<file path="src/sv/pcrle_pkg.sv">
// Shared types, codes and helpers for the planar column RLE decoder.
`timescale 1ns / 1ps

package pcrle_pkg;

   // Parser phases
   localparam logic [2:0] PH_OPCODE  = 3'd0;
   localparam logic [2:0] PH_COUNT   = 3'd1;
   localparam logic [2:0] PH_FIRST   = 3'd2;
   localparam logic [2:0] PH_SECOND  = 3'd3;
   localparam logic [2:0] PH_LITERAL = 3'd4;
   localparam logic [2:0] PH_RUN     = 3'd5;

   // Stream opcodes
   localparam logic [7:0] OP_COPY_PREV = 8'h00;
   localparam logic [7:0] OP_FILL      = 8'h01;
   localparam logic [7:0] OP_PAIR      = 8'h02;
   localparam logic [7:0] OP_COPY_P0   = 8'h03;
   localparam logic [7:0] OP_COPY_P2   = 8'h05;
   localparam logic [7:0] OP_SET_INV   = 8'h06;
   localparam logic [7:0] OP_LITERAL   = 8'h07;

   // Item kinds
   localparam logic CMD_BYTE = 1'b0;
   localparam logic CMD_STEP = 1'b1;

   // Register indexes
   localparam logic CSR_COLUMN_COUNT = 1'b0;
   localparam logic CSR_ROW_COUNT    = 1'b1;

   // Value sources for a row write
   localparam logic [1:0] SRC_LIT   = 2'd0;
   localparam logic [1:0] SRC_PREV  = 2'd1;
   localparam logic [1:0] SRC_PLANE = 2'd2;

   localparam int ADDR_W = 12;   // covers the largest row store

   typedef struct packed {
      logic              we;
      logic              bank;
      logic [ADDR_W-1:0] addr;
      logic [1:0]        plane;
      logic [1:0]        src;
      logic [7:0]        lit;
      logic [1:0]        src_plane;
      logic              invert;
      logic              emit;
      logic [6:0]        column;
      logic [8:0]        row;
      logic              want_step;
      logic              image_done;
      logic              protocol_error;
   } entry_type;

   // Planar word (byte per plane) to eight packed 4-bit pixels
   function automatic logic [31:0] make_pixels(input logic [31:0] w);
      logic [31:0] p;
      p = '0;
      for (int j = 0; j < 8; j++) begin
         for (int i = 0; i < 4; i++) begin
            p[4*j+i] = w[8*i+7-j];
         end
      end
      return p;
   endfunction

endpackage

</file>
<file path="src/sv/pcrle_front.sv">
// Stream parser: tracks position and run state, turns each beat into a queue entry.
`timescale 1ns / 1ps

module pcrle_front #(
   parameter int MAX_ROWS    = 512,
   parameter int MAX_COLUMNS = 128
) (
   input  logic                 clock,
   input  logic                 reset,
   input  logic                 csr_we,
   input  logic                 csr_index,
   input  logic [9:0]           csr_data,
   input  logic                 accept,
   input  logic                 cmd,
   input  logic [7:0]           data,
   output pcrle_pkg::entry_type entry
);

   localparam int RW  = MAX_ROWS > 1 ? $clog2(MAX_ROWS) : 1;
   localparam int HW  = $clog2(MAX_ROWS + 1) > 10 ? $clog2(MAX_ROWS + 1) : 10;
   localparam int CW  = MAX_COLUMNS > 1 ? $clog2(MAX_COLUMNS) : 1;
   localparam int NW  = $clog2(MAX_COLUMNS + 1) > 8 ? $clog2(MAX_COLUMNS + 1) : 8;

   logic [7:0]    column_count_ff;
   logic [9:0]    row_count_ff;

   logic          bank_ff, bank_in;
   logic [CW-1:0] col_ff, col_in;
   logic [1:0]    plane_ff, plane_in;
   logic [RW-1:0] row_ff, row_in;
   logic [2:0]    phase_ff, phase_in;
   logic [2:0]    run_op_ff, run_op_in;
   logic [8:0]    run_left_ff, run_left_in;
   logic [7:0]    fill_first_ff, fill_first_in;
   logic [7:0]    fill_second_ff, fill_second_in;
   logic          pair_ff, pair_in;
   logic          inv_pend_ff, inv_pend_in;
   logic          run_inv_ff, run_inv_in;

   logic [HW-1:0] height;
   logic [NW-1:0] ncols;
   logic [HW-1:0] row_next;
   logic [NW-1:0] col_next;
   logic          ended;
   logic          err;
   logic          do_write;
   logic          done;
   logic [1:0]    src;
   logic [7:0]    lit;
   logic [8:0]    left_after;
   logic [31:0]   row_wide;
   logic [31:0]   col_wide;

   // Effective limits: zero acts as one, clamp to the store size
   always_comb begin
      height = (row_count_ff == 10'd0) ? HW'(1) : HW'(row_count_ff);
      if (height > HW'(MAX_ROWS)) begin
         height = HW'(MAX_ROWS);
      end
      ncols = (column_count_ff == 8'd0) ? NW'(1) : NW'(column_count_ff);
      if (ncols > NW'(MAX_COLUMNS)) begin
         ncols = NW'(MAX_COLUMNS);
      end
   end

   always_comb begin
      bank_in        = bank_ff;
      col_in         = col_ff;
      plane_in       = plane_ff;
      row_in         = row_ff;
      phase_in       = phase_ff;
      run_op_in      = run_op_ff;
      run_left_in    = run_left_ff;
      fill_first_in  = fill_first_ff;
      fill_second_in = fill_second_ff;
      pair_in        = pair_ff;
      inv_pend_in    = inv_pend_ff;
      run_inv_in     = run_inv_ff;
      do_write       = 1'b0;
      done           = 1'b0;
      src            = pcrle_pkg::SRC_LIT;
      lit            = data;
      left_after     = run_left_ff;

      row_next = HW'(row_ff) + HW'(1);
      ended    = !(row_next < height);
      col_next = NW'(col_ff) + NW'(1);

      err = (cmd == pcrle_pkg::CMD_STEP) != (phase_ff == pcrle_pkg::PH_RUN);

      if (err) begin
         // wrong kind: dropped
      end else if (cmd == pcrle_pkg::CMD_STEP) begin
         do_write = 1'b1;
         case (run_op_ff)
            pcrle_pkg::OP_COPY_PREV[2:0]: begin
               if (col_ff == '0) begin
                  lit = 8'h00;
               end else begin
                  src = pcrle_pkg::SRC_PREV;
               end
            end
            pcrle_pkg::OP_FILL[2:0]: begin
               lit = fill_first_ff;
            end
            pcrle_pkg::OP_PAIR[2:0]: begin
               lit = pair_ff ? fill_second_ff : fill_first_ff;
            end
            default: begin
               src = pcrle_pkg::SRC_PLANE;
            end
         endcase
         if (run_op_ff == pcrle_pkg::OP_PAIR[2:0] && !pair_ff) begin
            pair_in = 1'b1;
         end else begin
            pair_in = 1'b0;
            if (run_left_ff != 9'd0) begin
               left_after = run_left_ff - 9'd1;
            end
         end
         run_left_in = left_after;
         if (ended || left_after == 9'd0) begin
            phase_in = pcrle_pkg::PH_OPCODE;
         end
      end else begin
         case (phase_ff)
            pcrle_pkg::PH_OPCODE: begin
               if (data <= pcrle_pkg::OP_COPY_P2) begin
                  run_op_in = data[2:0];
                  phase_in  = pcrle_pkg::PH_COUNT;
               end else if (data == pcrle_pkg::OP_SET_INV) begin
                  inv_pend_in = 1'b1;
               end else if (data == pcrle_pkg::OP_LITERAL) begin
                  phase_in = pcrle_pkg::PH_LITERAL;
               end else begin
                  do_write = 1'b1;
               end
            end
            pcrle_pkg::PH_COUNT: begin
               run_left_in = {1'b0, data} + 9'd1;
               pair_in     = 1'b0;
               if (run_op_ff == pcrle_pkg::OP_FILL[2:0] ||
                   run_op_ff == pcrle_pkg::OP_PAIR[2:0]) begin
                  phase_in = pcrle_pkg::PH_FIRST;
               end else begin
                  if (run_op_ff >= pcrle_pkg::OP_COPY_P0[2:0]) begin
                     run_inv_in  = inv_pend_ff;
                     inv_pend_in = 1'b0;
                  end
                  phase_in = pcrle_pkg::PH_RUN;
               end
            end
            pcrle_pkg::PH_FIRST: begin
               fill_first_in = data;
               phase_in = (run_op_ff == pcrle_pkg::OP_PAIR[2:0]) ?
                          pcrle_pkg::PH_SECOND : pcrle_pkg::PH_RUN;
            end
            pcrle_pkg::PH_SECOND: begin
               fill_second_in = data;
               phase_in       = pcrle_pkg::PH_RUN;
            end
            default: begin
               do_write = 1'b1;
               phase_in = pcrle_pkg::PH_OPCODE;
            end
         endcase
      end

      // Advance position after a row write
      if (do_write) begin
         if (!ended) begin
            row_in = row_next[RW-1:0];
         end else begin
            row_in   = '0;
            plane_in = plane_ff + 2'd1;
            if (plane_ff == 2'd3) begin
               bank_in = ~bank_ff;
               if (col_next >= ncols) begin
                  col_in = '0;
                  done   = 1'b1;
               end else begin
                  col_in = col_next[CW-1:0];
               end
            end
         end
      end
   end

   always_comb begin
      row_wide = 32'(row_ff);
      col_wide = 32'(col_ff);
      entry.we             = do_write;
      entry.bank           = bank_ff;
      entry.addr           = pcrle_pkg::ADDR_W'(row_ff);
      entry.plane          = plane_ff;
      entry.src            = src;
      entry.lit            = lit;
      entry.src_plane      = run_op_ff[1:0] - pcrle_pkg::OP_COPY_P0[1:0];
      entry.invert         = run_inv_ff;
      entry.emit           = do_write && (plane_ff == 2'd3);
      entry.column         = (do_write && plane_ff == 2'd3) ? col_wide[6:0] : 7'd0;
      entry.row            = (do_write && plane_ff == 2'd3) ? row_wide[8:0] : 9'd0;
      entry.want_step      = (phase_in == pcrle_pkg::PH_RUN);
      entry.image_done     = done;
      entry.protocol_error = err;
   end

   always_ff @(posedge clock) begin
      if (reset) begin
         column_count_ff <= 8'd80;
         row_count_ff    <= 10'd400;
      end else if (csr_we) begin
         if (csr_index == pcrle_pkg::CSR_COLUMN_COUNT) begin
            column_count_ff <= csr_data[7:0];
         end else begin
            row_count_ff <= csr_data;
         end
      end
   end

   always_ff @(posedge clock) begin
      if (reset) begin
         bank_ff        <= 1'b0;
         col_ff         <= '0;
         plane_ff       <= 2'd0;
         row_ff         <= '0;
         phase_ff       <= pcrle_pkg::PH_OPCODE;
         run_op_ff      <= 3'd0;
         run_left_ff    <= 9'd0;
         fill_first_ff  <= 8'd0;
         fill_second_ff <= 8'd0;
         pair_ff        <= 1'b0;
         inv_pend_ff    <= 1'b0;
         run_inv_ff     <= 1'b0;
      end else if (accept) begin
         bank_ff        <= bank_in;
         col_ff         <= col_in;
         plane_ff       <= plane_in;
         row_ff         <= row_in;
         phase_ff       <= phase_in;
         run_op_ff      <= run_op_in;
         run_left_ff    <= run_left_in;
         fill_first_ff  <= fill_first_in;
         fill_second_ff <= fill_second_in;
         pair_ff        <= pair_in;
         inv_pend_ff    <= inv_pend_in;
         run_inv_ff     <= run_inv_in;
      end
   end

endmodule

</file>
<file path="config.mk">
export PLATFORM = sky130hd
export DESIGN_NAME = pcrle_front
export DESIGN_NICKNAME = d
export VERILOG_FILES = /design/src/sv/pcrle_pkg.sv /design/src/sv/pcrle_front.sv
export SDC_FILE = /design/constraint.sdc
export NUM_CORES = 1
export LEC_CHECK = 0
export ABC_AREA = 1
export BUFFER_PORTS_ARGS = -buffer_cell sky130_fd_sc_hd__buf_4
export CAP_MARGIN = 30
export CORE_MARGIN = 3
export CORE_UTILIZATION = 45
export DETAILED_ROUTE_END_ITERATION = 10
export HOLD_SLACK_MARGIN = 0.1
export PLACE_DENSITY = 0.71
export SYNTH_ARGS = -nofsm -noshare
export SYNTH_HDL_FRONTEND = slang
export SYNTH_SLANG_ARGS = --single-unit
</file>
<file path="constraint.sdc">
create_clock -name clock -period 3.9 [get_ports clock]
set_clock_uncertainty 0.2 [all_clocks]
set_input_delay 0.39 -clock clock [delete_from_list [all_inputs] [get_ports clock]]
set_output_delay 0.39 -clock clock [all_outputs]
set_load 0.05 [all_outputs]
</file>
# Word-level counts from Yosys, hierarchy flattened
# Cells that the tools add are included.
[op_classes]
n_addsub = 6
n_mul = 0
div_mod_pow = 0
order_cmp = 6
eq_ne = 15
shift = 0
mux = 50
n_bitwise = 6
n_reduce_logical = 28
[ops]
columns = ["cell", "count"]
rows = [
  ["9-bit 2-to-1 mux", 8],
  ["8-bit 2-to-1 mux", 6],
  ["3-bit 2-to-1 mux", 8],
  ["8-bit case mux with 3 select lines", 1],
  ["10-bit 2-to-1 mux", 2],
  ["1-bit 2-to-1 mux", 17],
  ["8-bit by 3-bit == test with 1-bit output, second input constant", 2],
  ["7-bit 2-to-1 mux", 2],
  ["3-bit case mux with 4 select lines", 1],
  ["4-bit AND reduction", 3],
  ["9-bit by 1-bit adder with 10-bit output, second input constant", 1],
  ["10-bit greater-than comparator, second input constant", 1],
  ["10-bit zero test", 1],
  ["10-bit < comparator", 1],
  ["8-bit by 1-bit adder with 9-bit output, second input constant", 1],
  ["3-bit by 2-bit == test with 1-bit output, second input constant", 3],
  ["9-bit zero test", 1],
  ["9-bit nonzero test", 1],
  ["9-bit by 1-bit subtractor with 9-bit output, second input constant", 1],
  ["7-bit by 1-bit adder with 8-bit output, second input constant", 1],
  ["8-bit >= comparator", 1],
  ["8-bit greater-than comparator, second input constant", 1],
  ["8-bit by 3-bit <= comparator with 1-bit output, second input constant", 1],
  ["8-bit zero test", 1],
  ["25 further kinds", 45],
]
[word_totals]
ff_bits = 71
latch_bits = 0
mem_bits_rw = 0
mem_bits_ro = 0
inputBits = 24
output_inout_bits = 49
word_cells = 125
mem_count = 0

# Longest topological paths before layout
[depth]
word_depth = 11
depth_mapped = 18
depth_no_buf = 18

# Worst setup path after synthesis
# Ideal clock, no wire load.
[synth_timing]
path_type = "register -> output"
start = "register row_ff[2]"
end = "output entry[2] (netlist bit)"
arrival_ns = 3.323
required_ns = 3.310
path_slack_ns = -0.013
stages_incl_launch_ff = 16
n_path_buf = 0
path_cell_list = "dfxtp_1 -> nand3_1 -> nor2_1 -> nand2_1 -> nor3_1 -> xor2_1 -> inv_1 -> ha_1 -> a21oi_1 -> or2_2 -> nand3_1 -> a21oi_1 -> nand3_1 -> nand2_1 -> nand3_1 -> nor2_1"
[synth_lines]
columns = ["element", "line", "rtl"]
rows = [
  ["start, declared", "pcrle_front.sv:30", "logic [RW-1:0] row_ff, row_in;"],
  ["start signal, assigned", "pcrle_front.sv:239", "row_ff <= row_in;"],
  ["end, declared", "pcrle_front.sv:16", "output pcrle_pkg::entry_type entry"],
]

==> reports/results.txt <==
Run status = complete, no violations
Core ar. = 9950 sq um
Clock Sink Count = 71
Top post-synthesis cells by count = 131 x nand2_1, 96 x nor2_1, 89 x inv_1
TritonRoute pass-1 iters = 5
DPL Wire Length = 9540 um
Setup violators final = 0
Multi-input gate area = 2780 sq um
Cell taking the most area after synthesis = dfxtp_1
Synth Flop Type = dfxtp_1
Die Ht = 108 um
Critical Path RT = 3.31 ns
Post-place setup slack = 0.443 ns
Final worst path period need = 3.60 ns
Hold Crit Class = in -> reg
Number of cell rows = 36
Slew headroom = 31.7%
Synthesized area = 4690 sq um
Pwr Total = 1.95 mW
Clk_lat worst skew = 0.35 ns
Max_cap viols = 0
Layout cells sized above 1 = 14.7%
Setup tns final = 0 ns
Count leader, synth = nand2_1
Final setup margin = 0.297 ns
Lkg Pwr = 2.57 nW
CTS buffer count = 9
GRT met1 Usage = 27.3%
Drt wl/cell = 14.2 um
Antenna diodes = 0
Critical Path Start Type = register
Detail Route Antenna Nets = 0
Final #Nets = 826
Post-synth EDFFs = 0
Yosys warning count = 0
Final instance area = 5580 sq um
Cell Count, Final, Fillers Out = 909
IO Pins = 73
CP endpoint kind = primary output
Worst path cell trace = ha_1, nand3_1, nor3_2, nand3_1, xor2_1, ha_1, nand2_1, inv_1, nand3_1, nor3_1, a21oi_2, buf_4, nor3_1, buf_4
Post-synth ARST share = 0%
Root buffer cell = clkbuf_8
Cell Count Post-Placement = 885
Top cells by area, synth = dfxtp_1 30%, nand2_1 10%, ha_1 8.3%, nor2_1 7.7%, inv_1 7.1%
Most frequent CP cell = nand3_1
GR peak layer = met2
Crit path max fanout = 5
Number of DRC markers in iteration 0 = 325
Yosys cell types = 39
CTS tree = done
Post-DP Area = 5230 sq um
Fillers = 938
Top-area cell type share of the netlist area = 30.3%
Register area = 1430 sq um
Residual DRC = 0
Final hold violation count = 0
GR Util met3 = 3.28%
Mapped Cells = 709
Area grow syn2layout = 19.0%
Crit path DAT = 3.01 ns
RSZ-0062 raised after global routing = no
Vias in the first global route = 4,689
Actual slew at the worst max-slew pin = 1.02 ns
Die W = 108 um
Max Clk Rate = 0.278 GHz
Clock-pin slew on the worst setup and hold paths = 0.08 ns
H-tree Lvls = 3
Drt total wl = 12,900 um
Syn Area/Cell = 6.61 sq um
DR vias = 4,927
Critical path's slowest cell = dfxtp_2
Peak supply drop = 173 uV
Tcrit/Tclk final = 92.4%
Flops & latches, synth = 71
GR met2 Demand/Resource = 38.5%
Pwr per Cell Area = 350 nW/um^2
CP max stage delay = 0.37 ns
WS Path Type = reg -> out
Global-route wire length before repair = 21,000 um
Overall Global Routing Usage = 22.1%
Initial antenna violation count = 0
Slew Viols, Final = 0
Initial core utilization = 47.1%
Die Area = 11,700 sq um
Largest net degree at the start of global routing = 39
Routability cong. = 0.916
Vias/cell = 5.42
IO buf count = 69
Seq/Total Area, Yosys = 30.3%
Deepest clock path buffer count = 2
Gr ovfl total = 0
-- final cells by class --
type / instances / share of cell area, %
multi-input cells: 514 / 49.8
flip-flops and latches: 71 / 25.7
repair buffers: 77 / 10.7
inverters: 98 / 6.62
well taps: 133 / 2.98
clock buffers: 11 / 2.71
clock inverters: 5 / 1.44
-- power breakdown --
group          switching (mW)  leakage, nW  total [mW]  internal (mW)
combinational           0.314         1.88       0.472          0.158
clock                   0.294        0.112       0.688          0.394
sequential             0.0344        0.581       0.792          0.758
-- cell usage in the layout, fill, tap and decap left out, types with 3 or more instances in the layout --
| cell type | Yosys | routed |
|---|---|---|
| nand2_1 | 131 | 131 |
| nand4_1 | 5 | 5 |
| a21oi_1 | 64 | 63 |
| a211oi_1 | 7 | 7 |
| o21ai_0 | 47 | 47 |
| buf_4 | 10 | 69 |
| o211ai_1 | 4 | 4 |
| inv_2 | 4 | 4 |
| a31oi_1 | 4 | 4 |
| clkinv_1 | 4 | 4 |
| nor3_1 | 14 | 12 |
| conb_1 | 1 | 3 |
| o22ai_1 | 10 | 10 |
| nand3b_1 | 5 | 5 |
| ha_1 | 31 | 30 |
| nand3_1 | 52 | 52 |
| clkbuf_8 | 0 | 11 |
| xor2_1 | 15 | 15 |
| a32oi_1 | 8 | 8 |
| dlygate4sd3_1 | 0 | 7 |
| inv_1 | 89 | 89 |
| nand2_2 | 4 | 4 |
| nor2_1 | 96 | 95 |
| dfxtp_1 | 71 | 67 |
-- cell families after synthesis --
family          after synthesis  share of synthesized area [%]
flops                        71                           30.3
buf+inv                     126                           11.2
xor+xnor                     15                           2.80
fa+ha+maj                    31                           8.27
compound gates              151                           18.6
other cells                   1                         0.0800
simple gates                314                           28.7
-- metal layers --
metal | up-vias | share of wire (%) | wire [um]
met2 | 184 | 49 | 6300
met4 | 0 | 2.7 | 345
li1 | 2460 | - | -
met1 | 2251 | 43 | 5580
met3 | 32 | 5.3 | 678
met5 | - | 0 | 0
-- path summary, 6_finish.rpt --
check        slack, ns  cells past startpoint        startpoint                 end
max               0.30                     14         row_ff[1]            entry[1]
min               0.11                      3       csr_data[5]  column_count_ff[5]
max reg2reg       0.85                     17         row_ff[2]           col_ff[0]
min reg2reg       0.26                      2  fill_first_ff[2]    fill_first_ff[2]
-- state kept, by name, summed over array words and instances, names as in the netlist, 2 cells and up --
name,count
fill_first_ff,8
row_ff,9
col_ff,7
column_count_ff,8
run_left_ff,9
fill_second_ff,8
row_count_ff,10
run_op_ff,3
phase_ff,3
plane_ff,2
-- worst max-delay path, delay by kind of cell, from the launching register on --
kind	cells	cell delay, ns
AO/OA/AOI/OAI	1	0.14
XOR/XNOR	1	0.19
adder cells (fa/ha/maj)	2	0.47
buffers and inverters	3	0.47
flip-flops	1	0.37
AND/OR/NAND/NOR	7	1.01
-- repair_timing --
item / in CTS / in global routing
hold endpoints to repair: 8 / 0
resized for setup: 0 / 11
hold buffers: 7 / 0
endpoints found under the setup margin: 0 / 2
buffers inserted: 0 / 1
-- per-stage QoR --
stage	utilization, %	hold slack (ns)
2_1_floorplan	-	0.241
3_3_place_gp	52.5	0.251
3_5_place_dp	52.5	0.252
4_1_cts	55.6	0.112
5_1_grt	56.0	0.113
6_report	56.0	0.110
Power figures use the tool's default switching activity.
