<file path="config.mk">
export PLATFORM = sky130hd
export DESIGN_NAME = pcrle_fifo
export DESIGN_NICKNAME = d
export VERILOG_FILES = /design/src/sv/pcrle_fifo.sv
export SDC_FILE = /design/constraint.sdc
export NUM_CORES = 1
export LEC_CHECK = 0
export BUFFER_PORTS_ARGS = -buffer_cell sky130_fd_sc_hd__buf_4
export CORE_MARGIN = 5
export CORE_UTILIZATION = 35
export DETAILED_ROUTE_END_ITERATION = 6
export PLACE_DENSITY_LB_ADDON = 0.1
export SLEW_MARGIN = 20
export SYNTH_ARGS = -nofsm -noshare
export SYNTH_HDL_FRONTEND = slang
export SYNTH_SLANG_ARGS = --single-unit
</file>
<file path="constraint.sdc">
create_clock -name clock -period 1.3 [get_ports clock]
set_input_delay 0.065 -clock clock [delete_from_list [all_inputs] [get_ports clock]]
set_output_delay 0.065 -clock clock [all_outputs]
set_load 0.1 [all_outputs]
</file>
<file path="src/sv/pcrle_fifo.sv">
// Two-entry queue between the parser and the row writer.
`timescale 1ns / 1ps

module pcrle_fifo #(
   parameter int WIDTH = 8
) (
   input  logic             clock,
   input  logic             reset,
   input  logic             push,
   input  logic [WIDTH-1:0] push_data,
   output logic             full,
   input  logic             pop,
   output logic             not_empty,
   output logic [WIDTH-1:0] pop_data
);

   logic [WIDTH-1:0] slot_ff [2];
   logic             wr_ptr_ff, wr_ptr_in;
   logic             rd_ptr_ff, rd_ptr_in;
   logic [1:0]       count_ff, count_in;

   always_comb begin
      wr_ptr_in = wr_ptr_ff ^ push;
      rd_ptr_in = rd_ptr_ff ^ pop;
      count_in  = count_ff + {1'b0, push} - {1'b0, pop};
   end

   always_ff @(posedge clock) begin
      if (reset) begin
         wr_ptr_ff <= 1'b0;
         rd_ptr_ff <= 1'b0;
         count_ff  <= 2'd0;
      end else begin
         wr_ptr_ff <= wr_ptr_in;
         rd_ptr_ff <= rd_ptr_in;
         count_ff  <= count_in;
      end
   end

   always_ff @(posedge clock) begin
      if (push) begin
         slot_ff[wr_ptr_ff] <= push_data;
      end
   end

   assign full      = (count_ff == 2'd2);
   assign not_empty = (count_ff != 2'd0);
   assign pop_data  = slot_ff[rd_ptr_ff];

endmodule

</file>
; ---- Word-level counts from Yosys, hierarchy flattened
; Memory sizes are Yosys's and may differ from the RTL's. A register that Yosys moved wholly into a read port is not among the register bits.
; Index checks and enable logic that the tools add are counted.
[word_totals]
mem_bits_ro = 0
elab_cells = 13
memories = 1
ramBits = 16
latch_bits = 0
ff_bits = 4
[classes]
shift = 0
n_eq_ne = 1
mux = 3
n_div = 0
magnitude_cmp = 0
bitwise = 2
mul = 0
addsub = 2
reduce_logical = 1
[mem_list]
columns = memory, words, width, read_ports, rd_clocked_by_memory_dff, write_ports, line
row1 = slot_ff, 2, 8, 1, 1, 1, 17  ; logic [WIDTH-1:0] slot_ff [2];
[ops]
columns = op, n
row1 = $mux W1, 3
row2 = $add A2 B1 Y2, 1
row3 = $eq A2 B2 Y1 const B, 1
row4 = $reduce_bool A2 Y1, 1
row5 = $sub A2 B1 Y2, 1
row6 = $xor A1 B1 Y1, 2

; ---- Logic depth before layout (Yosys ltp)
; Gate-level depths: netlist of the first run.
[logic_depth]
word_depth = 2
depth_mapped = 6

; ---- Least setup slack after synthesis of the first run
; OpenSTA, ideal clock, no wires.
[synth_path]
path_kind = reg-to-output
start = register count_ff[1]
end = output port full
n_path_buf = 0
slack_ns = -0.463
required_ns = 1.235
path_stages_with_launch = 2
arrival_time_ns = 1.698
cell_sequence = dfxtp_1 > nor2b_1
[synth_via]
elab_chain_cells = 1
[synth_rtl]
columns = item, line
row1 = "start, declared", 20  ; logic [1:0] count_ff, count_in;
row2 = "start signal, assigned", 36  ; count_ff <= count_in;
row3 = $eq A2 B2 Y1, 46  ; assign full = (count_ff == 2'd2);
row4 = "end, declared", 11  ; output logic full,
; No other way between the ends.

==> results.md, run 1 <==
* Status: finished, violations left
* Failing checks: setup timing
* Total chip power at 0.00178 W
* Initial DRC Count at 5
* Drt wl/cell at 11.4 um
* H-tree depth at 1
* Worst VDD drop at 682 uV
* Clock-pin slew on the worst setup and hold paths at 0.10 ns
* Clock sink count at 20
* Grt total ovfl at 0
* Vias in the first global route at 484
* Die Ht at 57.2 um
* Slew HR at 0.743
* Worst Path Arrival at 1.26 ns
* Syn Area/Cell at 17.7 um^2
* Min Tclk post-route at 1.33 ns
* Tcrit/Tclk final at 1.02
* Critical path endpoint category: output pin
* Worst reg-to-reg path cell count at 6
* Fin cells at 109
* Clk_lat worst skew at 0.29 ns
* Layout Utilization at 0.578
* Max Fanout on Critical Path at 5
* Endpoint of the worst hold path: rd_ptr_ff$_SDFF_PP0_
* Post-Synthesis Cells at 44
* Final net count at 98
* Reg-to-Reg End: count_ff[1]$_SDFF_PP0_
* #FFs+latches synth at 20
* Final ANT Viol Nets at 0
* WS Path Type: reg -> out
* Cells after DPL at 95
* Final Max Slew Viols at 0
* Number of diodes at 0
* Power density over the cells at 1420 nW/um^2
* Distinct cells, synth at 11
* RSZ-0062 raised after global routing: yes
* FILL cells at 180
* Area after DPL at 991 um^2
* Multi-input logic area at 234 um^2
* Final wirelength at 1.24 mm
* Post-Syn Nets at 60
* Setup TNS Final at -0.120 ns
* Sequential share of the synthesized area at 0.718
* I/O pins at 22
* First-pass GRT wire length at 2.05 mm
* Port-buffer cells at 21
* Hpwl dp at 851 um
* Final clock skew at 0.00230 ns
* Die area at 3280 um^2
* Warnings from Yosys at 0
* Largest net degree at the start of global routing at 12
* Mapped Area at 781 um^2
* CTS max path bufs at 2
* Initial antenna violation count at 0
* Chip Width at 57.2 um
* Setup slack, reg-to-reg at 0.12 ns
* Area Growth Syn to Fin at 60.7%
* Startpoint Class: flop
* Core Box Area at 2170 um^2
* Slew of the pin with the lowest slew margin at 0.385 ns
* Final hold vios at 0
* Max-cap viol count at 0
* # setup viols final at 8
* F_max at 755 MHz
* Register Area at 563 um^2
* Post-route cell area at 1250 um^2
* Hold crit path type: in -> reg
* Vias at 472
* Hold_sp: pop
* Total GRT Usage at 0.0835
* Worst EP required at 1.24 ns
* Number of cell rows at 17
* Leakage at 0.528 nW
* WHS Path Cells at 3
* Ratio of cells with drive above 1 in the final layout at 0.481
* DR vias/cell at 4.33
* CTS Buf Count at 3
* Clock tree from TritonCTS: done
* Initial cell density of the core at 0.360
* Final RePlAce weighted congestion at 0.646
* Residual DRC at 0
* Drt pass-1 iters at 4
* Worst r2r src: count_ff[0]$_SDFF_PP0_
* Root Buffer: clkbuf_4
* Fin worst setup slack at -0.0253 ns
==> flip-flops by register name (all words and copies together), names as in the netlist <==
register / flops
rd_ptr_ff: 1
count_ff: 2
wr_ptr_ff: 1
slot_ff: 16
==> stage by stage <==
stage	hold WS, ns	worst slack (ns)
after floorplan	0.132	0.0243
after global placement	0.251	0.122
after detailed placement	0.253	0.102
after CTS	0.0102	-0.0371
after global routing	0.0309	-0.0714
final	0.0217	-0.0253
==> layout make-up <==
cell class,count,area share
inverter,3,0.00897
sequential,20,0.449
clock buffer,3,0.0179
tap,28,0.0279
multi-input combinational,20,0.186
clock inverter,1,0.00299
timing repair buffer,34,0.307
==> cells in the mapped netlist, drive strengths merged <==
master | number | share of area
or2 | 1 | 0.0080
nor2b | 2 | 0.016
edfxtp | 16 | 0.62
xnor3 | 1 | 0.029
buf | 1 | 0.0096
xnor2 | 1 | 0.011
mux2 | 8 | 0.12
inv | 3 | 0.014
nor2 | 3 | 0.014
ha | 4 | 0.064
dfxtp | 4 | 0.10
==> kinds of logic after synthesis <==
| family | after synthesis | synth area share |
|---|---|---|
| simple gates | 6 | 0.0385 |
| mux | 8 | 0.115 |
| flops | 20 | 0.718 |
| fa+ha+maj | 4 | 0.0641 |
| buf+inv | 4 | 0.0240 |
| xor+xnor | 2 | 0.0401 |
==> worst max path at each step <==
| stage | from | cells past startpoint | to | slack, ns |
|---|---|---|---|---|
| after detailed placement | count_ff[0]$_SDFF_PP0_ | 6 | count_ff[1]$_SDFF_PP0_ | 0.10 |
| after global routing | rd_ptr_ff$_SDFF_PP0_ | 3 | pop_data[5] | -0.07 |
| after floorplan | rd_ptr_ff$_SDFF_PP0_ | 2 | pop_data[0] | 0.02 |
| after global placement | count_ff[0]$_SDFF_PP0_ | 6 | count_ff[1]$_SDFF_PP0_ | 0.12 |
| after CTS | rd_ptr_ff$_SDFF_PP0_ | 3 | pop_data[0] | -0.04 |
| final | rd_ptr_ff$_SDFF_PP0_ | 3 | pop_data[5] | -0.03 |
==> cell usage in the layout (no fill, tap or decap) <==
cell type / count
nor2_1: 3
xnor2_1: 1
nor2b_2: 1
dfxtp_1: 2
inv_1: 3
dlygate4sd3_1: 9
ha_1: 4
xnor3_1: 1
clkbuf_4: 3
or2_1: 1
dfxtp_2: 2
mux2_4: 8
buf_6: 2
buf_12: 8
clkinv_1: 1
edfxtp_1: 16
buf_4: 15
nor2b_1: 1
==> what timing repair did <==
action	4_1_cts	5_1_grt
resized for setup	43	1
endpoints found under the setup margin	8	9
setup buffers	1	0
cloned	0	0
hold endpoints to repair	20	0
hold buffers	9	0
==> metal layers <==
| layer | global-route usage | wire (um) | vias to the layer above |
|---|---|---|---|
| li1 | - | - | 231 |
| met2 | 0.150 | 700 | 13 |
| met3 | 0.0226 | 72 | 0 |
| met1 | 0.0899 | 472 | 228 |
| met5 | 0 | 0 | - |
| met4 | 0.0397 | 0 | 0 |
==> power by group <==
part	internal (W)	switching (W)
Clock	0.000111	0.000172
Combinational	0.000282	0.000443
Sequential	0.000747	0.0000216
==> worst max-delay path: stages (launching register included) <==
cell and delay [ns]:
dfxtp_2 0.35, buf_6 0.13, mux2_4 0.32, buf_12 0.17
Power figures use the tool's default switching activity.
==> run 2: changes to the inputs <==
--- a/config.mk
+++ b/config.mk
@@ -7,8 +7,9 @@
 export LEC_CHECK = 0
 export BUFFER_PORTS_ARGS = -buffer_cell sky130_fd_sc_hd__buf_4
 export CORE_MARGIN = 5
-export CORE_UTILIZATION = 35
+export CORE_UTILIZATION = 44
 export DETAILED_ROUTE_END_ITERATION = 6
+export MAX_ROUTING_LAYER = met4
 export PLACE_DENSITY_LB_ADDON = 0.1
 export SLEW_MARGIN = 20
 export SYNTH_ARGS = -nofsm -noshare
==> constraint.sdc (replaced) <==
create_clock -name clock -period 1.2 [get_ports clock]
set_input_delay 0.06 -clock clock [delete_from_list [all_inputs] [get_ports clock]]
set_output_delay 0.06 -clock clock [all_outputs]
set_load 0.1 [all_outputs]
==> run 2 against run 1 <==
Compared with the run above: the run still ends with setup timing left; first-iteration DRC count is 60% higher; clock-buffer cell count stayed put; sequential share of layout area is 3.3 points lower; cell area is 8.2% higher; worst setup slack worse by 0.11 ns; clock skew is 0.0016 ns lower; core utilization is 22 points higher; hold slack worse by 0.0024 ns; combinational power is 26% higher; wire length is 16% higher; non-clock buffer count is 2 higher; critical path type unchanged; critical endpoint is now pop_data[6]; largest power group is now combinational logic.
==> results.md, run 2 (synthesis results as in run 1) <==
* Hpwl dp at 864 um (+1.5%)
* Worst VDD drop at 1410 uV (+110%)
* Most frequent cells in the layout: 16 x edfxtp_1, 14 x buf_4, 10 x buf_12
* Sw Share at 0.327 (-0.0309)
* Initial DRC Count at 8 (+3)
* Drt wl/cell at 13.3 um (+17%)
* Worst EP required at 1.14 ns (-0.10 ns)
* Die Ht at 52.1 um (-8.9%)
* I/O pins at 22 (unchanged)
* Final clock skew at 0.000739 ns (-0.00156 ns)
* Post-route cell area at 1360 um^2 (+8.2%)
* Clk pwr share at 0.236 (+0.076)
* Number of diodes at 0 (unchanged)
* DR vias/cell at 4.38 (+1.1%)
* Final wirelength at 1.44 mm (+16%)
* Total GRT Usage at 0.132 (+0.0483)
* Largest Register: slot_ff
* Multi-input logic area at 269 um^2 (+15%)
* Cells after DPL at 93 (-2.1%)
* Final RePlAce weighted congestion at 0.668 (+3.4%)
* Fin worst setup slack at -0.132 ns (-0.106 ns)
* Failing checks: setup timing
* Drt pass-1 iters at 3 (-1)
* Vias in the first global route at 530 (+9.5%)
* H-tree depth at 1 (unchanged)
* Residual DRC at 0 (unchanged)
* Power density over the cells at 1690 nW/um^2 (+19%)
* Final net count at 100 (+2.0%)
* Startpoint Class: flop
* Final Max Slew Viols at 0 (unchanged)
* Slew HR at 0.758 (+0.0151)
* RSZ-0062 raised after global routing: yes
* WS Path Type: reg -> out
* Setup WS pre-CTS at 0.00455 ns (-0.0977 ns)
* Worst Path Arrival at 1.27 ns (about the same)
* Comb power frac at 0.399 (-0.009)
* FILL cells at 90 (-50%)
* # setup viols final at 9 (+1)
* Critical path endpoint category: output pin
* Status: finished, violations left
* Chip Width at 52.1 um (-8.9%)
* Root Buffer: clkbuf_4
* Tcrit/Tclk final at 1.11
* Core Box Area at 1710 um^2 (-21%)
* Hold crit path type: in -> reg
* Leakage at 0.562 nW (+6.4%)
* Largest net degree at the start of global routing at 13 (+1)
* Number of cell rows at 15 (-2)
* CTS Buf Count at 3 (unchanged)
* Initial antenna violation count at 0 (unchanged)
* Clock-pin slew on the worst setup and hold paths at 0.11 ns (about the same)
* Final hold vios at 0 (unchanged)
* Ratio of cells with drive above 1 in the final layout at 0.590 (+0.109)
* Register Area at 564 um^2 (+0.22%)
* Port-buffer cells at 21 (unchanged)
* Internal power consumption at 0.00154 W (+35%)
* Max reg flops at 16 (unchanged)
* Largest regs: slot_ff x16, count_ff x2
* Fin cells at 108 (-0.92%)
* Clock sink count at 20 (unchanged)
* Switch Pwr at 0.000752 W (+18%)
* Area Growth Syn to Fin at 73.9%
* Die area at 2720 um^2 (-17%)
* Clk_lat worst skew at 0.30 ns (about the same)
* Grt total ovfl at 0 (unchanged)
* Clock tree from TritonCTS: done
* Max-cap viol count at 0 (unchanged)
* Commonest non-fill, non-tap cell in the layout: edfxtp_1
* First-pass GRT wire length at 2.44 mm (+19%)
* Reg power frac at 0.365 (-0.068)
* CTS max path bufs at 2 (unchanged)
* Vias at 473 (+0.21%)
* Min Tclk post-route at 1.33 ns
* Layout Utilization at 0.795 (+0.216)
* Max Fanout on Critical Path at 4 (-1)
* F_max at 751 MHz
* Final ANT Viol Nets at 0 (unchanged)
* Initial cell density of the core at 0.457 (+0.0973)
* Area after DPL at 995 um^2 (+0.38%)
* Slew of the pin with the lowest slew margin at 0.363 ns (-0.0226 ns)
* Setup TNS Final at -1.04 ns (-0.924 ns)
[run 2: final cells by class]
cell class              instances  area share
multi-input cells              20       0.198
clock inverters                 1      0.0221
clock buffers                   3      0.0166
well taps                      25      0.0230
inverters                       3     0.00829
flip-flops and latches         20       0.416
repair buffers                 36       0.316
[run 2: timing repair]
item	in CTS	in global routing
cloned	0	0
setup endpoints to repair	11	11
pin swaps	2	3
resized for setup	47	5
hold endpoints to repair	20	0
hold buffers	9	0
setup buffers	1	1
[run 2: worst max-delay path, stage by stage (launching register included)]
cell     delay (ns)
dfxtp_2        0.36
buf_6          0.12
mux2_4         0.32
buf_12         0.17
[run 2: final timing paths]
| path | startpoint | to | slack, ns | cells after the start |
|---|---|---|---|---|
| max | rd_ptr_ff$_SDFF_PP0_ | pop_data[6] | -0.13 | 3 |
| min | pop | rd_ptr_ff$_SDFF_PP0_ | 0.02 | 3 |
| max reg2reg | count_ff[0]$_SDFF_PP0_ | count_ff[1]$_SDFF_PP0_ | 0.01 | 6 |
| min reg2reg | wr_ptr_ff$_SDFF_PP0_ | wr_ptr_ff$_SDFF_PP0_ | 0.55 | 3 |
[run 2: metal layers]
metal | GRT usage | wire, um | vias up | share of wire
li1 | - | - | 235 | -
met1 | 0.119 | 527 | 225 | 0.37
met2 | 0.255 | 853 | 11 | 0.59
met3 | 0.0258 | 32 | 2 | 0.022
met4 | 0.0655 | 26 | 0 | 0.018
met5 | - | 0 | - | 0
[run 2: power by group through the flow]
| stage | logic, W | clock network (W) | registers, W |
|---|---|---|---|
| 5_1_grt | 0.000951 | 0.000581 | 0.000846 |
| 2_1_floorplan | 0.000510 | 0 | 0.000839 |
| 3_3_place_gp | 0.000648 | 0 | 0.000842 |
| 6_report | 0.000916 | 0.000542 | 0.000839 |
| 3_5_place_dp | 0.000654 | 0 | 0.000843 |
| 4_1_cts | 0.000875 | 0.000550 | 0.000836 |
[run 2: metrics by stage]
step           hold WS [ns]  total power (W)
3_3_place_gp          0.245          0.00149
3_5_place_dp          0.248          0.00150
4_1_cts              0.0147          0.00226
6_report             0.0194          0.00230
5_1_grt              0.0212          0.00238
2_1_floorplan         0.127          0.00135
==> run 3: changes to the inputs <==
--- a/config.mk
+++ b/config.mk
@@ -9,7 +9,6 @@
 export CORE_MARGIN = 5
 export CORE_UTILIZATION = 44
 export DETAILED_ROUTE_END_ITERATION = 6
-export MAX_ROUTING_LAYER = met4
 export PLACE_DENSITY_LB_ADDON = 0.1
 export SLEW_MARGIN = 20
 export SYNTH_ARGS = -nofsm -noshare
==> run 3 against run 2 <==
Compared with the run above: cell area unchanged; hold slack worse by 0.0018 ns; largest power group unchanged; register-to-register slack about the same; critical path depth unchanged; final cell count unchanged; the flow still finishes with violations (setup timing); via count up 2.1%; sequential power about the same.
==> results.md, run 3 (synthesis results as in run 1) <==
* Critical path endpoint category: output pin
* Number of diodes at 0 (unchanged)
* Slew of the pin with the lowest slew margin at 0.364 ns (+0.00186 ns)
* Clock-pin slew on the worst setup and hold paths at 0.11 ns (about the same)
* Min Tclk post-route at 1.34 ns (+0.00520 ns)
* Die Ht at 52.1 um (unchanged)
* Layout Utilization at 0.795 (unchanged)
* Final RePlAce weighted congestion at 0.662 (-0.93%)
* Multi-input logic area at 269 um^2 (unchanged)
* Final ANT Viol Nets at 0 (unchanged)
* Largest regs: slot_ff x16, count_ff x2
* F_max at 748 MHz (-0.39%)
* Worst EP required at 1.14 ns (about the same)
* Slowest library cell on the worst path: dfxtp_2
* Final clock skew at 0.00280 ns (+0.00206 ns)
* Vias in the first global route at 528 (-0.38%)
* Final wirelength at 1.44 mm (+0.28%)
* Commonest non-fill, non-tap cell in the layout: edfxtp_1
* Grt total ovfl at 0 (unchanged)
* Power density over the cells at 1690 nW/um^2 (about the same)
* Status: finished, violations left
* Startpoint Class: flop
* I/O pins at 22 (unchanged)
* Most frequent cells in the layout: 16 x edfxtp_1, 14 x buf_4, 10 x buf_12
* # setup viols final at 9 (unchanged)
* Hold crit path type: in -> reg
* Worst Path Arrival at 1.28 ns (about the same)
* Leakage at 0.562 nW (unchanged)
* Port-buffer cells at 21 (unchanged)
* H-tree depth at 1 (unchanged)
* Chip Width at 52.1 um (unchanged)
* Clock tree from TritonCTS: done
* Setup WS pre-CTS at 0.00455 ns (unchanged)
* Final net count at 100 (unchanged)
* Tcrit/Tclk final at 1.11 (+0.00433)
* Initial antenna violation count at 0 (unchanged)
* Number of cell rows at 15 (unchanged)
* Hpwl dp at 864 um (unchanged)
* Worst-path cell chain: buf_6 > mux2_4 > buf_12
* Ratio of cells with drive above 1 in the final layout at 0.590 (unchanged)
* CTS Buf Count at 3 (unchanged)
* Drt pass-1 iters at 3 (unchanged)
* Failing checks: setup timing
* Drt wl/cell at 13.4 um (+0.28%)
* RSZ-0062 raised after global routing: yes
* Root Buffer: clkbuf_4
* Max reg flops at 16 (unchanged)
* Core Box Area at 1710 um^2 (unchanged)
* FILL cells at 90 (unchanged)
* Initial DRC Count at 6 (-2)
* Total GRT Usage at 0.129 (-0.00277)
* Worst VDD drop at 1410 uV (about the same)
* Largest Register: slot_ff
* Initial cell density of the core at 0.457 (unchanged)
* First-pass GRT wire length at 2.44 mm (unchanged)
* Register Area at 564 um^2 (unchanged)
* Area Growth Syn to Fin at 73.9% (unchanged)
* Final hold vios at 0 (unchanged)
* Max Fanout on Critical Path at 5 (+1)
* CTS max path bufs at 2 (unchanged)
* Clock sink count at 20 (unchanged)
* Delay-heaviest family, CP: flip-flops
* Fin worst setup slack at -0.137 ns (-0.00520 ns)
* Final Max Slew Viols at 0 (unchanged)
* Clk_lat worst skew at 0.30 ns (about the same)
* Slowest Stage Delay on Critical Path at 0.36 ns (about the same)
* Slew HR at 0.757 (-0.00124)
* Max-cap viol count at 0 (unchanged)
* Largest net degree at the start of global routing at 13 (unchanged)
* DR vias/cell at 4.47 (+2.1%)
* Residual DRC at 0 (unchanged)
* WS Path Type: reg -> out
* Die area at 2720 um^2 (unchanged)
* Worst Path Buf+Inv at 2 (unchanged)
* Fin Hold WS at 0.0176 ns (-0.00177 ns)
* Vias at 483 (+2.1%)
## run 3: cell counts in the layout (fill, tap and decap cells not counted)
No cell type changed its count.
## run 3: through the flow
step | power, W | std cells | instance area, um^2 | TNS [ns]
3_3_place_gp | 0.00149 | 93 | 995 | 0
5_1_grt | 0.00238 | 108 | 1360 | -1.62
4_1_cts | 0.00226 | 107 | 1330 | -1.09
3_5_place_dp | 0.00150 | 93 | 995 | 0
2_1_floorplan | 0.00135 | 44 | 783 | -0.0355
6_report | 0.00230 | 108 | 1360 | -1.08
## run 3: area by class of cell
cell class | count | share of cell area
repair buffers | 36 | 0.316
flip-flops and latches | 20 | 0.416
clock inverters | 1 | 0.0221
multi-input cells | 20 | 0.198
clock buffers | 3 | 0.0166
well taps | 25 | 0.0230
inverters | 3 | 0.00829
## run 3: final timing paths
path / from / end / slack, ns / cells past startpoint
worst max-delay path: rd_ptr_ff$_SDFF_PP0_ / pop_data[1] / -0.14 / 3
worst min-delay path: pop / rd_ptr_ff$_SDFF_PP0_ / 0.02 / 3
worst max register to register: count_ff[0]$_SDFF_PP0_ / count_ff[1]$_SDFF_PP0_ / 0.01 / 6
worst min register to register: wr_ptr_ff$_SDFF_PP0_ / wr_ptr_ff$_SDFF_PP0_ / 0.55 / 3
## run 3: tightest hold or removal path, stage by stage
cell and delay (ns):
buf_4 0.11, xnor2_1 0.06, nor2_1 0.07
## run 3: where the power goes
part	internal (W)	switching (W)	total, W	leakage [nW]
clock network	0.000338	0.000206	0.000544	0.0279
registers	0.000812	0.0000274	0.000839	0.184
logic	0.000396	0.000519	0.000915	0.349
total	0.00154	0.000753	0.00230	0.562
## run 3: timing repair
| item | in CTS | in global routing |
|---|---|---|
| endpoints found under the hold margin | 20 | 0 |
| pin swaps | 2 | 3 |
| endpoints found under the setup margin | 11 | 11 |
| hold buffers | 9 | 0 |
| setup buffers | 1 | 1 |
| resized for setup | 47 | 5 |
## run 3: routing by layer
metal | GRT usage | share of wire | vias to the layer above
li1 | - | - | 235
met1 | 0.121 | 0.36 | 235
met2 | 0.255 | 0.59 | 11
met3 | 0.0258 | 0.022 | 2
met4 | 0.0655 | 0.018 | 0
met5 | 0 | 0 | -
